**src/hdl/sha1_pkg.sv**
```systemverilog
// Shared types and constants for the SHA-1 hash core.
// No dependencies; imported by every module under hdl/.
package sha1_pkg;

  localparam int unsigned NUM_WORDS = 5;

  typedef logic [31:0] word_t;
  typedef logic [NUM_WORDS-1:0][31:0] digest_t;

  // Chaining value after reset, word 0 in the lowest slot
  localparam digest_t H_INIT = {32'hC3D2E1F0, 32'h10325476, 32'h98BADCFE,
                                32'hEFCDAB89, 32'h67452301};

  localparam word_t K_0 = 32'h5A827999;
  localparam word_t K_1 = 32'h6ED9EBA1;
  localparam word_t K_2 = 32'h8F1BBCDC;
  localparam word_t K_3 = 32'hCA62C1D6;

  localparam logic [7:0] PAD_BYTE   = 8'h80;
  localparam logic [6:0] LAST_ROUND = 7'd79;
  localparam logic [2:0] LAST_INDEX = 3'd4;

  typedef struct packed {
    logic [7:0] data_byte;
    logic       has_byte;
    logic       is_last;
  } in_item_t;

  typedef struct packed {
    logic [31:0] digest_word;
    logic [2:0]  word_index;
    logic        last_word;
  } out_item_t;

  // Head of the command queue as seen by the engine
  typedef struct packed {
    logic     valid;
    in_item_t item;
  } fq_t;

  typedef enum logic [2:0] {
    ST_ABSORB,
    ST_PAD,
    ST_ROUND,
    ST_UPDATE,
    ST_DIGEST
  } eng_state_e;

endpackage

```
**src/hdl/sha1_hash_core.sv**
```systemverilog
// SHA-1 hash core. Message bytes stream in one per push; the push marked
// is_last (with or without a byte) closes the message, and five digest words
// then come out, word 0 first. Pushes land in a FifoDepth-entry command
// queue, so the input keeps taking items while the engine compresses. The
// engine absorbs one byte per cycle while the queue holds one and it is not
// compressing, padding or handing off a digest. Each 64-byte block takes 80
// rounds on one shared round unit, plus the chaining update. Closing adds
// 9 to 72 padding and length bytes and one or two blocks. The digest sits
// in its own output stage; the next message may start before it is read.
module sha1_hash_core import sha1_pkg::*; #(
  parameter int unsigned FifoDepth = 4
) (
  input  logic      clk_i,
  input  logic      rst_ni,
  input  logic      push_i,
  input  in_item_t  in_item_i,
  output logic      full_o,
  input  logic      pop_i,
  output logic      empty_o,
  output out_item_t out_item_o
);

  fq_t     fq;
  logic    fq_pop;
  logic    out_ready;
  logic    out_load;
  digest_t digest;

  sha1_front #(
    .Depth (FifoDepth)
  ) u_front (
    .clk_i  (clk_i),
    .rst_ni (rst_ni),
    .push_i (push_i),
    .item_i (in_item_i),
    .full_o (full_o),
    .fq_o   (fq),
    .pop_i  (fq_pop)
  );

  sha1_engine u_engine (
    .clk_i       (clk_i),
    .rst_ni      (rst_ni),
    .fq_i        (fq),
    .fq_pop_o    (fq_pop),
    .out_ready_i (out_ready),
    .out_load_o  (out_load),
    .digest_o    (digest)
  );

  sha1_out u_out (
    .clk_i      (clk_i),
    .rst_ni     (rst_ni),
    .load_i     (out_load),
    .digest_i   (digest),
    .ready_o    (out_ready),
    .empty_o    (empty_o),
    .pop_i      (pop_i),
    .out_item_o (out_item_o)
  );

endmodule

```
**src/hdl/sha1_front.sv**
```systemverilog
// Front end of the SHA-1 core: input handshake and command queue.
// Items that carry neither a byte nor an end mark are dropped here.
// Depends on sha1_pkg.
module sha1_front import sha1_pkg::*; #(
  parameter int unsigned Depth = 4
) (
  input  logic     clk_i,
  input  logic     rst_ni,
  input  logic     push_i,
  input  in_item_t item_i,
  output logic     full_o,
  output fq_t      fq_o,
  input  logic     pop_i
);

  localparam int unsigned PtrW = (Depth > 1) ? $clog2(Depth) : 1;
  localparam int unsigned CntW = $clog2(Depth + 1);

  in_item_t            mem_q [Depth];
  logic [PtrW-1:0]     wr_ptr_q, wr_ptr_d;
  logic [PtrW-1:0]     rd_ptr_q, rd_ptr_d;
  logic [CntW-1:0]     cnt_q, cnt_d;
  logic                keep, wr_en, rd_en;

  assign full_o = (cnt_q == CntW'(Depth));
  assign keep   = item_i.has_byte | item_i.is_last;
  assign wr_en  = push_i & ~full_o & keep;
  assign rd_en  = pop_i & (cnt_q != '0);

  assign fq_o.valid = (cnt_q != '0);
  assign fq_o.item  = mem_q[rd_ptr_q];

  always_comb begin
    wr_ptr_d = wr_ptr_q;
    rd_ptr_d = rd_ptr_q;
    cnt_d    = cnt_q;
    if (wr_en) begin
      wr_ptr_d = (wr_ptr_q == PtrW'(Depth - 1)) ? '0 : wr_ptr_q + 1'b1;
    end
    if (rd_en) begin
      rd_ptr_d = (rd_ptr_q == PtrW'(Depth - 1)) ? '0 : rd_ptr_q + 1'b1;
    end
    if (wr_en && !rd_en) begin
      cnt_d = cnt_q + 1'b1;
    end else if (!wr_en && rd_en) begin
      cnt_d = cnt_q - 1'b1;
    end
  end

  always_ff @(posedge clk_i or negedge rst_ni) begin
    if (!rst_ni) begin
      wr_ptr_q <= '0;
      rd_ptr_q <= '0;
      cnt_q    <= '0;
    end else begin
      wr_ptr_q <= wr_ptr_d;
      rd_ptr_q <= rd_ptr_d;
      cnt_q    <= cnt_d;
    end
  end

  always_ff @(posedge clk_i) begin
    if (wr_en) begin
      mem_q[wr_ptr_q] <= item_i;
    end
  end

endmodule

```
**src/hdl/sha1_engine.sv**
```systemverilog
// Back end of the SHA-1 core: byte packing, padding, 80-round compression.
// Takes commands from sha1_front and hands digests to sha1_out.
// Depends on sha1_pkg.
module sha1_engine import sha1_pkg::*; (
  input  logic    clk_i,
  input  logic    rst_ni,
  input  fq_t     fq_i,
  output logic    fq_pop_o,
  input  logic    out_ready_i,
  output logic    out_load_o,
  output digest_t digest_o
);

  eng_state_e    state_q, state_d;
  logic [5:0]    pos_q, pos_d;
  logic [60:0]   cnt_q, cnt_d;
  logic [63:0]   len_q, len_d;
  logic [23:0]   acc_q, acc_d;
  word_t         blk_q [16];
  word_t         blk_d [16];
  digest_t       h_q, h_d;
  word_t         v_q [5];
  word_t         v_d [5];
  logic [6:0]    rnd_q, rnd_d;
  logic          pad_first_q, pad_first_d;
  logic          wrap_q, wrap_d;
  logic          pad_pend_q, pad_pend_d;
  logic          final_q, final_d;

  logic          take_byte;
  logic [7:0]    byte_val;
  logic          len_byte;
  word_t         w_new, w_r, f_r, k_r, t_r;

  // Message schedule from a 16-word sliding window
  assign w_new = blk_q[13] ^ blk_q[8] ^ blk_q[2] ^ blk_q[0];
  assign w_r   = (rnd_q < 7'd16) ? blk_q[0] : {w_new[30:0], w_new[31]};

  always_comb begin
    if (rnd_q < 7'd20) begin
      f_r = (v_q[1] & v_q[2]) | (~v_q[1] & v_q[3]);
      k_r = K_0;
    end else if (rnd_q < 7'd40) begin
      f_r = v_q[1] ^ v_q[2] ^ v_q[3];
      k_r = K_1;
    end else if (rnd_q < 7'd60) begin
      f_r = (v_q[1] & v_q[2]) | (v_q[1] & v_q[3]) | (v_q[2] & v_q[3]);
      k_r = K_2;
    end else begin
      f_r = v_q[1] ^ v_q[2] ^ v_q[3];
      k_r = K_3;
    end
  end

  assign t_r = {v_q[0][26:0], v_q[0][31:27]} + f_r + v_q[4] + k_r + w_r;

  assign digest_o = h_q;

  always_comb begin
    state_d     = state_q;
    pos_d       = pos_q;
    cnt_d       = cnt_q;
    len_d       = len_q;
    acc_d       = acc_q;
    blk_d       = blk_q;
    h_d         = h_q;
    v_d         = v_q;
    rnd_d       = rnd_q;
    pad_first_d = pad_first_q;
    wrap_d      = wrap_q;
    pad_pend_d  = pad_pend_q;
    final_d     = final_q;
    fq_pop_o    = 1'b0;
    out_load_o  = 1'b0;
    take_byte   = 1'b0;
    byte_val    = '0;
    len_byte    = 1'b0;

    unique case (state_q)
      ST_ABSORB: begin
        if (fq_i.valid) begin
          fq_pop_o = 1'b1;
          if (fq_i.item.has_byte) begin
            take_byte = 1'b1;
            byte_val  = fq_i.item.data_byte;
            cnt_d     = cnt_q + 61'd1;
            if (pos_q == 6'd63) begin
              state_d    = ST_ROUND;
              pad_pend_d = fq_i.item.is_last;
            end else if (fq_i.item.is_last) begin
              state_d     = ST_PAD;
              pad_first_d = 1'b1;
            end
          end else begin
            state_d     = ST_PAD;
            pad_first_d = 1'b1;
          end
        end
      end
      ST_PAD: begin
        take_byte = 1'b1;
        if (pad_first_q) begin
          // end marker; if it lands in the last eight bytes, the length
          // goes in a further block
          byte_val    = PAD_BYTE;
          pad_first_d = 1'b0;
          wrap_d      = (pos_q[5:3] == 3'd7);
          len_d       = {cnt_q, 3'b000};
          cnt_d       = '0;
        end else if (pos_q[5:3] == 3'd7 && !wrap_q) begin
          byte_val = len_q[63:56];
          len_d    = {len_q[55:0], 8'h00};
          len_byte = 1'b1;
        end
        if (pos_q == 6'd63) begin
          final_d = len_byte;
          state_d = ST_ROUND;
        end
      end
      ST_ROUND: begin
        for (int i = 0; i < 15; i++) begin
          blk_d[i] = blk_q[i+1];
        end
        blk_d[15] = w_r;
        v_d[4] = v_q[3];
        v_d[3] = v_q[2];
        v_d[2] = {v_q[1][1:0], v_q[1][31:2]};
        v_d[1] = v_q[0];
        v_d[0] = t_r;
        rnd_d  = rnd_q + 7'd1;
        if (rnd_q == LAST_ROUND) begin
          state_d = ST_UPDATE;
        end
      end
      ST_UPDATE: begin
        for (int i = 0; i < 5; i++) begin
          h_d[i] = h_q[i] + v_q[i];
        end
        if (pad_pend_q) begin
          pad_pend_d  = 1'b0;
          pad_first_d = 1'b1;
          state_d     = ST_PAD;
        end else if (final_q) begin
          final_d = 1'b0;
          state_d = ST_DIGEST;
        end else if (wrap_q) begin
          // zero fill and length in a block of their own
          wrap_d  = 1'b0;
          state_d = ST_PAD;
        end else begin
          state_d = ST_ABSORB;
        end
      end
      ST_DIGEST: begin
        if (out_ready_i) begin
          out_load_o = 1'b1;
          h_d        = H_INIT;
          state_d    = ST_ABSORB;
        end
      end
      default: begin
        state_d = ST_ABSORB;
      end
    endcase

    // Byte path, shared by message and padding bytes
    if (take_byte) begin
      pos_d = pos_q + 6'd1;
      if (pos_q[1:0] == 2'd3) begin
        for (int i = 0; i < 15; i++) begin
          blk_d[i] = blk_q[i+1];
        end
        blk_d[15] = {acc_q, byte_val};
      end else begin
        acc_d = {acc_q[15:0], byte_val};
      end
      if (pos_q == 6'd63) begin
        rnd_d = '0;
        for (int i = 0; i < 5; i++) begin
          v_d[i] = h_q[i];
        end
      end
    end
  end

  always_ff @(posedge clk_i or negedge rst_ni) begin
    if (!rst_ni) begin
      state_q     <= ST_ABSORB;
      pos_q       <= '0;
      cnt_q       <= '0;
      h_q         <= H_INIT;
      rnd_q       <= '0;
      pad_first_q <= 1'b0;
      wrap_q      <= 1'b0;
      pad_pend_q  <= 1'b0;
      final_q     <= 1'b0;
    end else begin
      state_q     <= state_d;
      pos_q       <= pos_d;
      cnt_q       <= cnt_d;
      h_q         <= h_d;
      rnd_q       <= rnd_d;
      pad_first_q <= pad_first_d;
      wrap_q      <= wrap_d;
      pad_pend_q  <= pad_pend_d;
      final_q     <= final_d;
    end
  end

  always_ff @(posedge clk_i) begin
    len_q <= len_d;
    acc_q <= acc_d;
    blk_q <= blk_d;
    v_q   <= v_d;
  end

  // Compression only ever starts on a block boundary
  a_round_pos: assert property (@(posedge clk_i) disable iff (!rst_ni)
    (state_q == ST_ROUND) |-> (pos_q == 6'd0))
    else $error("round running with a partial block");

  a_round_range: assert property (@(posedge clk_i) disable iff (!rst_ni)
    (state_q == ST_ROUND) |-> (rnd_q <= LAST_ROUND))
    else $error("round counter out of range");

  a_digest_clean: assert property (@(posedge clk_i) disable iff (!rst_ni)
    (state_q == ST_DIGEST) |-> (cnt_q == '0 && pos_q == 6'd0 && !pad_pend_q))
    else $error("digest reached with message state left over");

  a_load_reinit: assert property (@(posedge clk_i) disable iff (!rst_ni)
    out_load_o |=> (h_q == H_INIT && state_q == ST_ABSORB))
    else $error("chaining value not reinitialised after digest");

endmodule

```
**src/hdl/sha1_out.sv**
```systemverilog
// Result stage of the SHA-1 core: holds one digest and presents it word
// by word on a queue-style read port. Depends on sha1_pkg.
module sha1_out import sha1_pkg::*; (
  input  logic      clk_i,
  input  logic      rst_ni,
  input  logic      load_i,
  input  digest_t   digest_i,
  output logic      ready_o,
  output logic      empty_o,
  input  logic      pop_i,
  output out_item_t out_item_o
);

  word_t      words_q [NUM_WORDS];
  logic [2:0] idx_q;
  logic       busy_q;

  assign ready_o = ~busy_q;
  assign empty_o = ~busy_q;

  assign out_item_o.digest_word = words_q[idx_q];
  assign out_item_o.word_index  = idx_q;
  assign out_item_o.last_word   = (idx_q == LAST_INDEX);

  always_ff @(posedge clk_i or negedge rst_ni) begin
    if (!rst_ni) begin
      busy_q <= 1'b0;
      idx_q  <= '0;
    end else if (load_i && !busy_q) begin
      busy_q <= 1'b1;
      idx_q  <= '0;
    end else if (pop_i && busy_q) begin
      if (idx_q == LAST_INDEX) begin
        busy_q <= 1'b0;
        idx_q  <= '0;
      end else begin
        idx_q <= idx_q + 3'd1;
      end
    end
  end

  always_ff @(posedge clk_i) begin
    if (load_i && !busy_q) begin
      for (int i = 0; i < NUM_WORDS; i++) begin
        words_q[i] <= digest_i[i];
      end
    end
  end

endmodule

```
**config.mk**
```make
export PLATFORM = sky130hd
export DESIGN_NAME = sha1_hash_core
export DESIGN_NICKNAME = d
export VERILOG_FILES = /design/src/hdl/sha1_pkg.sv /design/src/hdl/sha1_hash_core.sv /design/src/hdl/sha1_front.sv /design/src/hdl/sha1_engine.sv /design/src/hdl/sha1_out.sv
export SDC_FILE = /design/constraint.sdc
export NUM_CORES = 2
export LEC_CHECK = 0
export BUFFER_PORTS_ARGS = -buffer_cell sky130_fd_sc_hd__buf_2
export CAP_MARGIN = 20
export CORE_AREA = 2 2 314 316
export CTS_BUF_LIST = sky130_fd_sc_hd__clkbuf_4
export CTS_CLUSTER_DIAMETER = 40
export DETAILED_ROUTE_END_ITERATION = 16
export DIE_AREA = 0 0 316 318
export GPL_ROUTABILITY_DRIVEN = 0
export GPL_TIMING_DRIVEN = 0
export PLACE_DENSITY = 0.87
export SYNTH_ARGS = -nofsm -noshare
export SYNTH_HDL_FRONTEND = slang
export SYNTH_SLANG_ARGS = --single-unit
```
**constraint.sdc**
```tcl
create_clock -name clk_i -period 13.25 [get_ports clk_i]
set_input_delay 0 -clock clk_i [delete_from_list [all_inputs] [get_ports clk_i]]
set_output_delay 0 -clock clk_i [all_outputs]
set_load 0.02 [all_outputs]
```
# After elaboration in Yosys (flattened, before gate mapping)
# Memories as Yosys holds them, arrays and structs flattened.
# Index checks and enable logic that the tools add are counted.
dict set report totals {
  memories 2
  elab_cells 219
  regBits 1009
  ramBits 200
  inputBits 14
  out_inout_bits 38
}
# name words width read_ports rd_clocked_by_memory_dff write_ports line
set mem_list {}
lappend mem_list {u_out.words_q 5 32 1 0 5 sha1_out.sv:14} ;# word_t words_q [NUM_WORDS];
lappend mem_list {u_front.mem_q 4 10 1 0 1 sha1_front.sv:19} ;# in_item_t mem_q [Depth];
dict set report op_classes {
  n_addsub 17
  order_cmp 4
  n_reduce_logical 30
  eq_ne 25
  muxes 80
  bitwise_logic 20
}
# op count
set op_table {}
lappend op_table {{$mux 512} 3}
lappend op_table {{$mux 160} 4}
lappend op_table {{$pmux 160 s2} 1}
lappend op_table {{$add 32x32->32} 9}
lappend op_table {{$mux 32} 6}
lappend op_table {{$mux 61} 3}
lappend op_table {{$xor 32x32->32} 5}
lappend op_table {{$and 32x32->32} 4}
lappend op_table {{$mux 64} 2}
lappend op_table {{$pmux 61 s2} 1}
lappend op_table {{$or 32x32->32} 3}
lappend op_table {{$add 61x1->61 const B} 1}
lappend op_table {{$mux 3} 14}
lappend op_table {{$mux 8} 4}
lappend op_table {{$not 32->32} 1}
lappend op_table {{$mux 31} 1}
lappend op_table {{$mux 1} 29}
lappend op_table {{$mux 7} 3}
lappend op_table {{$pmux 8 s2} 1}
lappend op_table {{$reduce_bool 2->1} 8}
lappend op_table {{$pmux 3 s5} 1}
lappend op_table {{$lt 7x5->1 const B} 2}
lappend op_table {{$lt 7x6->1 const B} 2}
lappend op_table {{$eq 3x3->1 const B} 4}
lappend op_table {{other kinds (29)} 64}

# Depth between registers and ports, before layout
dict set report depth {
  word_depth 13
  ltp_mapped 29
  depth_no_buf 27
}

# By module
# From an unflattened synthesis, not the netlist that was laid out.
dict set report unflattened {
  cells_unflattened 5356
  hier_area_um2 57875.5
}
# mod cells_per_inst seq_area_each_um2 area_per_inst_um2 n_inst
set modules_own_cells {}
lappend modules_own_cells {sha1_engine 4937 22136.2 49652.6 1}
lappend modules_own_cells {sha1_out 330 4904.7 6313.6 1}
lappend modules_own_cells {sha1_front 89 1376.3 1909.3 1}

# Worst setup path before layout
# Ideal clock, no wire load.
dict set report synth_timing {
  path_type {register to register}
  start {register u_engine.state_q[1]}
  end {register u_engine.h_q, in the netlist u_engine.digest_o[132]}
  period_less_slack_ps 6130
  required_ps 13159
  setup_time_ps 91
  path_stages_with_launch 8
  path_slack_ps 7120
  n_path_buf 2
  arrival_time_ps 6040
  path_cell_list {dfrtp_1 -> clkbuf_1 -> nor2_1 -> nand3_1 -> inv_2 -> clkbuf_1 -> o21ai_0 -> o31ai_1}
}
dict set report synth_via {
  elab_chain_len 3
  elab_cells_between_ends 6
  classes_between {eq/ne: 3; mux: 1; reduce/logical: 2}
}
# item line
set synth_rtl {}
lappend synth_rtl {{start: declaration} sha1_engine.sv:14} ;# eng_state_e state_q, state_d;
lappend synth_rtl {{start signal: assignment} sha1_engine.sv:198} ;# state_q <= state_d;
lappend synth_rtl {{$eq 3x3->1 or $eq 3x2->1 (tied branches)} sha1_engine.sv:79} ;# unique case (state_q)
lappend synth_rtl {{$ne 2x2->1 (no line) or $reduce_bool 2->1 (tied branches)} n/a}
lappend synth_rtl {{$reduce_and 2->1 (no line)} n/a}
lappend synth_rtl {{end signal: assignment} sha1_engine.sv:191} ;# h_q <= H_INIT;
lappend synth_rtl {{end signal: assignment} sha1_engine.sv:201} ;# h_q <= h_d;
lappend synth_rtl {{end: declaration} sha1_engine.sv:21} ;# digest_t h_q, h_d;
# Several ways; a longest one is shown, not always the timed one.
# A chain may end at the register's enable or synchronous reset.

==> results.yml <==
outcome:
  status: "complete, no violations"
layout:
  drive_gt1_share_pct: 15.5
  post-route-util_pct: 66.1
  n_fill_cell: 6737
  final_nets: 6081
  final_area_um2: 64400
  area_growth_pct: 11.1
synthesis:
  syn_area_um2: 57900
  syn-instance-count: 5293
  ys_ff_latch: 1209
  syn-num-nets: 5662
  yosysSeqAreaShare_pct: 49.1
  synth-edff-count: 285
  synth_cell_types: 86
  synth_top_area_share_pct: 23.2
  netlist_top_cells_area: "dfxtp_1 (23%), edfxtp_1 (15%), dfrtp_1 (7.4%)"
  ys_dominant_reg_cell: "dfxtp_1"
  yosys_warnings: 0
  avgSynthCellArea_um2: 10.9
  async_flop_share_pct: 20.8
  synth_largest_area_cell: "dfxtp_1"
critical_path:
  worst_setup_path_start_kind: "flop"
  arrival_ns: 10.29
  crit_path_top_delay_cell: "buf_1"
  rrSetupSlack_ns: 4.02
  worst-path-buf-inv: 7
  slowest_delay_ns: 0.95
  path_common_cell: "fa_1"
  endpoint_kind: "flop"
  worstPathRequired_ns: 14.31
  critPathTopFamily: "simple AND/OR/NAND/NOR gates"
  critPathKind: "reg2reg"
  critPathMaxFanout: 10
clocking:
  tritoncts: "built"
  clk_pin_slew_ns: 0.08
  numCtsBuffers: 320
  cts_buffer_depth: 4
  cts_setup_buffers: 0
  clockRootBuffer: "clkbuf_4"
  htreeDepth: 5
  clock-sinks: 1209
  postCtsResizedCells: 0
  clk-insertion-delay-late_ns: 1.23
flow_run:
  maxCapViolations: 0
pwr:
  swShare_pct: 40.5
  power.switching_mw: 6.53
  pwr-share-clk_pct: 20.1
  power_leakage_nw: 27.7
  combPwrFrac_pct: 42.6
  p_seq_share_pct: 37.3
  p_int_mw: 9.59
  p_per_area_nw_per_um2: 251
  ir_worst_vdd_mv: 0.250
die:
  die_x_um: 316
  die_y_um: 318
  die_area_um2: 100000
  start_util_pct: 59.4
  pin_count: 52
  fp-row-count: 115
  core-area_um2: 97400
placement:
  dp_hpwl_mm: 123
  portBuffers: 51
  place_area_um2: 60000
  dpl_worst_slack_ns: 4.79
timing:
  slew_headroom_pct: 11.9
  rsz0062_at_grt: "false"
  fin_skew_ns: 0.123
  setup_viol: 0
  drv_slew: 0
  max_freq_mhz: 108
  period_minus_slack_ns: 9.23
  hold_viol: 0
  post-route-worst-setup-slack_ns: 4.02
  worst_pin_slew_ns: 1.32
  timing.final.crit_share_pct: 69.6
  finalSetupTns_ns: 0
drt:
  vias: 45700
  first_pass_iters: 10
  ant_nets: 0
  drcViolationCount: 0
  routedWlPerCell_um: 23.8
  routed_wl_mm: 172
  first_iter_violations: 6156
  drt-vias-per-instance: 6.30
grt:
  grt_pass1_vias: 45900
  grt_max_degree: 114
  overflow: 0
  track_usage_pct: 34.1
  antenna_found_initial: 8
  grt_pass1_wl_mm: 261
min_path:
  hold_path.class: "in2reg"
## through the flow
step	cells	total power [mW]	hold slack (ns)
2_1_floorplan	5293	10.6	-0.296
3_3_place_gp	6631	12.2	0.218
3_5_place_dp	6640	12.6	-0.116
4_1_cts	7223	15.9	0.0789
5_1_grt	7236	17.0	0.134
6_report	7242	16.1	0.158
## logic make-up (layout without fill, tap and decap cells)
group,Yosys count,after routing,synth area share [%]
buffers and inverters,449,1101,2.97
adder cells (fa/ha/maj),355,355,9.29
other,0,10,0
AO/OA/AOI/OAI,993,993,10.5
flip-flops,1209,1209,49.1
multiplexers,640,640,13.2
XOR/XNOR,312,312,4.72
AND/OR/NAND/NOR,1335,1335,10.3
## flip-flops by register name, indices dropped and copies added (netlist names)
name and flops:
u_engine.acc_q 24, u_engine.blk_q 512, u_engine.cnt_q 61, u_engine.digest_o 160, u_engine.final_q 1, u_engine.len_q 61
u_engine.pad_first_q 1, u_engine.pad_pend_q 1, u_engine.pos_q 6, u_engine.rnd_q 7, u_engine.state_q 3, u_engine.v_q 160
u_engine.wrap_q 1, u_front.cnt_q 3, u_front.mem_q 40, u_front.rd_ptr_q 2, u_front.wr_ptr_q 2, u_out.busy_q 1
u_out.idx_q 3, u_out.words_q 160
## cell type report
class / instances / area, µm² / share of cell area (%)
plain buffers: 241 / 943 / 1.47
repair buffers: 97 / 853 / 1.33
multi-input cells: 3635 / 27800 / 43.2
inverters: 208 / 781 / 1.21
diodes: 10 / 25.0 / 0.0389
clock buffers: 472 / 3540 / 5.51
well taps: 1287 / 1610 / 2.50
flip-flops and latches: 1209 / 28400 / 44.2
clock inverters: 83 / 394 / 0.612
## layer usage
layer	vias to the layer above	routed length [µm]	part of all wire (%)	track usage (%)
met5	-	24	0.014	0
met4	4	13700	8.0	22.8
met3	839	23000	13	12.6
met2	3249	74800	43	50.8
met1	21900	60800	35	41.2
li1	19700	-	-	-
## path summary, 6_finish.rpt
| kind | startpoint | end | depth (start not counted) |
|---|---|---|---|
| max | u_engine.rnd_q[3] | u_engine.v_q[159] | 29 |
| min | in_item_i[7] | u_front.mem_q[0][7] | 3 |
| max reg2reg | u_engine.rnd_q[3] | u_engine.v_q[159] | 29 |
| min reg2reg | u_engine.blk_q[478] | u_engine.blk_q[510] | 1 |
| max in group asynchronous | rst_ni | u_engine.digest_o[38] | 7 |
| min in group asynchronous | rst_ni | u_engine.cnt_q[50] | 5 |
## what timing repair did
action / in CTS / in global routing
endpoints found under the setup margin: 0 / 0
hold buffers: 28 / 0
hold endpoints to repair: 284 / 0
## synthesized netlist by cell type, types with 42 or more instances
library cell,n
o21ai_1,68
dfstp_2,80
o21ai_0,222
inv_1,203
a31oi_1,152
nand3_1,104
a21o_1,89
mux4_2,42
a21oi_1,266
nor2_1,407
nor3_1,83
mux2_1,381
buf_1,50
dfxtp_1,672
clkbuf_1,168
xor2_1,109
dfrtp_1,172
nand2_1,488
mux2_2,187
xnor2_1,203
fa_1,125
ha_1,230
nor2b_1,62
edfxtp_1,285
## power groups by stage
stage	registers, mW	logic (mW)	clock network [mW]
after detailed placement	6.01	6.56	0
after global routing	6.09	7.47	3.46
after global placement	5.96	6.20	0
final	6.02	6.87	3.23
after floorplan	5.60	5.03	0
after CTS	5.95	6.69	3.24
## placed cells by master (no fill, tap or decap), types with 222 or more instances in the layout
cell type  synthesis  final
o21ai_0          222    222
dfxtp_1          672    672
ha_1             230    230
nor2_1           407    405
nand2_1          488    488
edfxtp_1         285    285
mux2_1           381    381
clkbuf_4           0    473
a21oi_1          266    266
## worst register-to-register path: cells and delay by family, from the launching register on
| kind | cells | cell delay, ns |
|---|---|---|
| AO/OA/AOI/OAI | 9 | 2.43 |
| adder cells (fa/ha/maj) | 5 | 1.77 |
| buffers and inverters | 7 | 1.85 |
| flip-flops | 1 | 0.39 |
| AND/OR/NAND/NOR | 8 | 2.65 |
No activity file was read; power rests on OpenSTA's default activity.
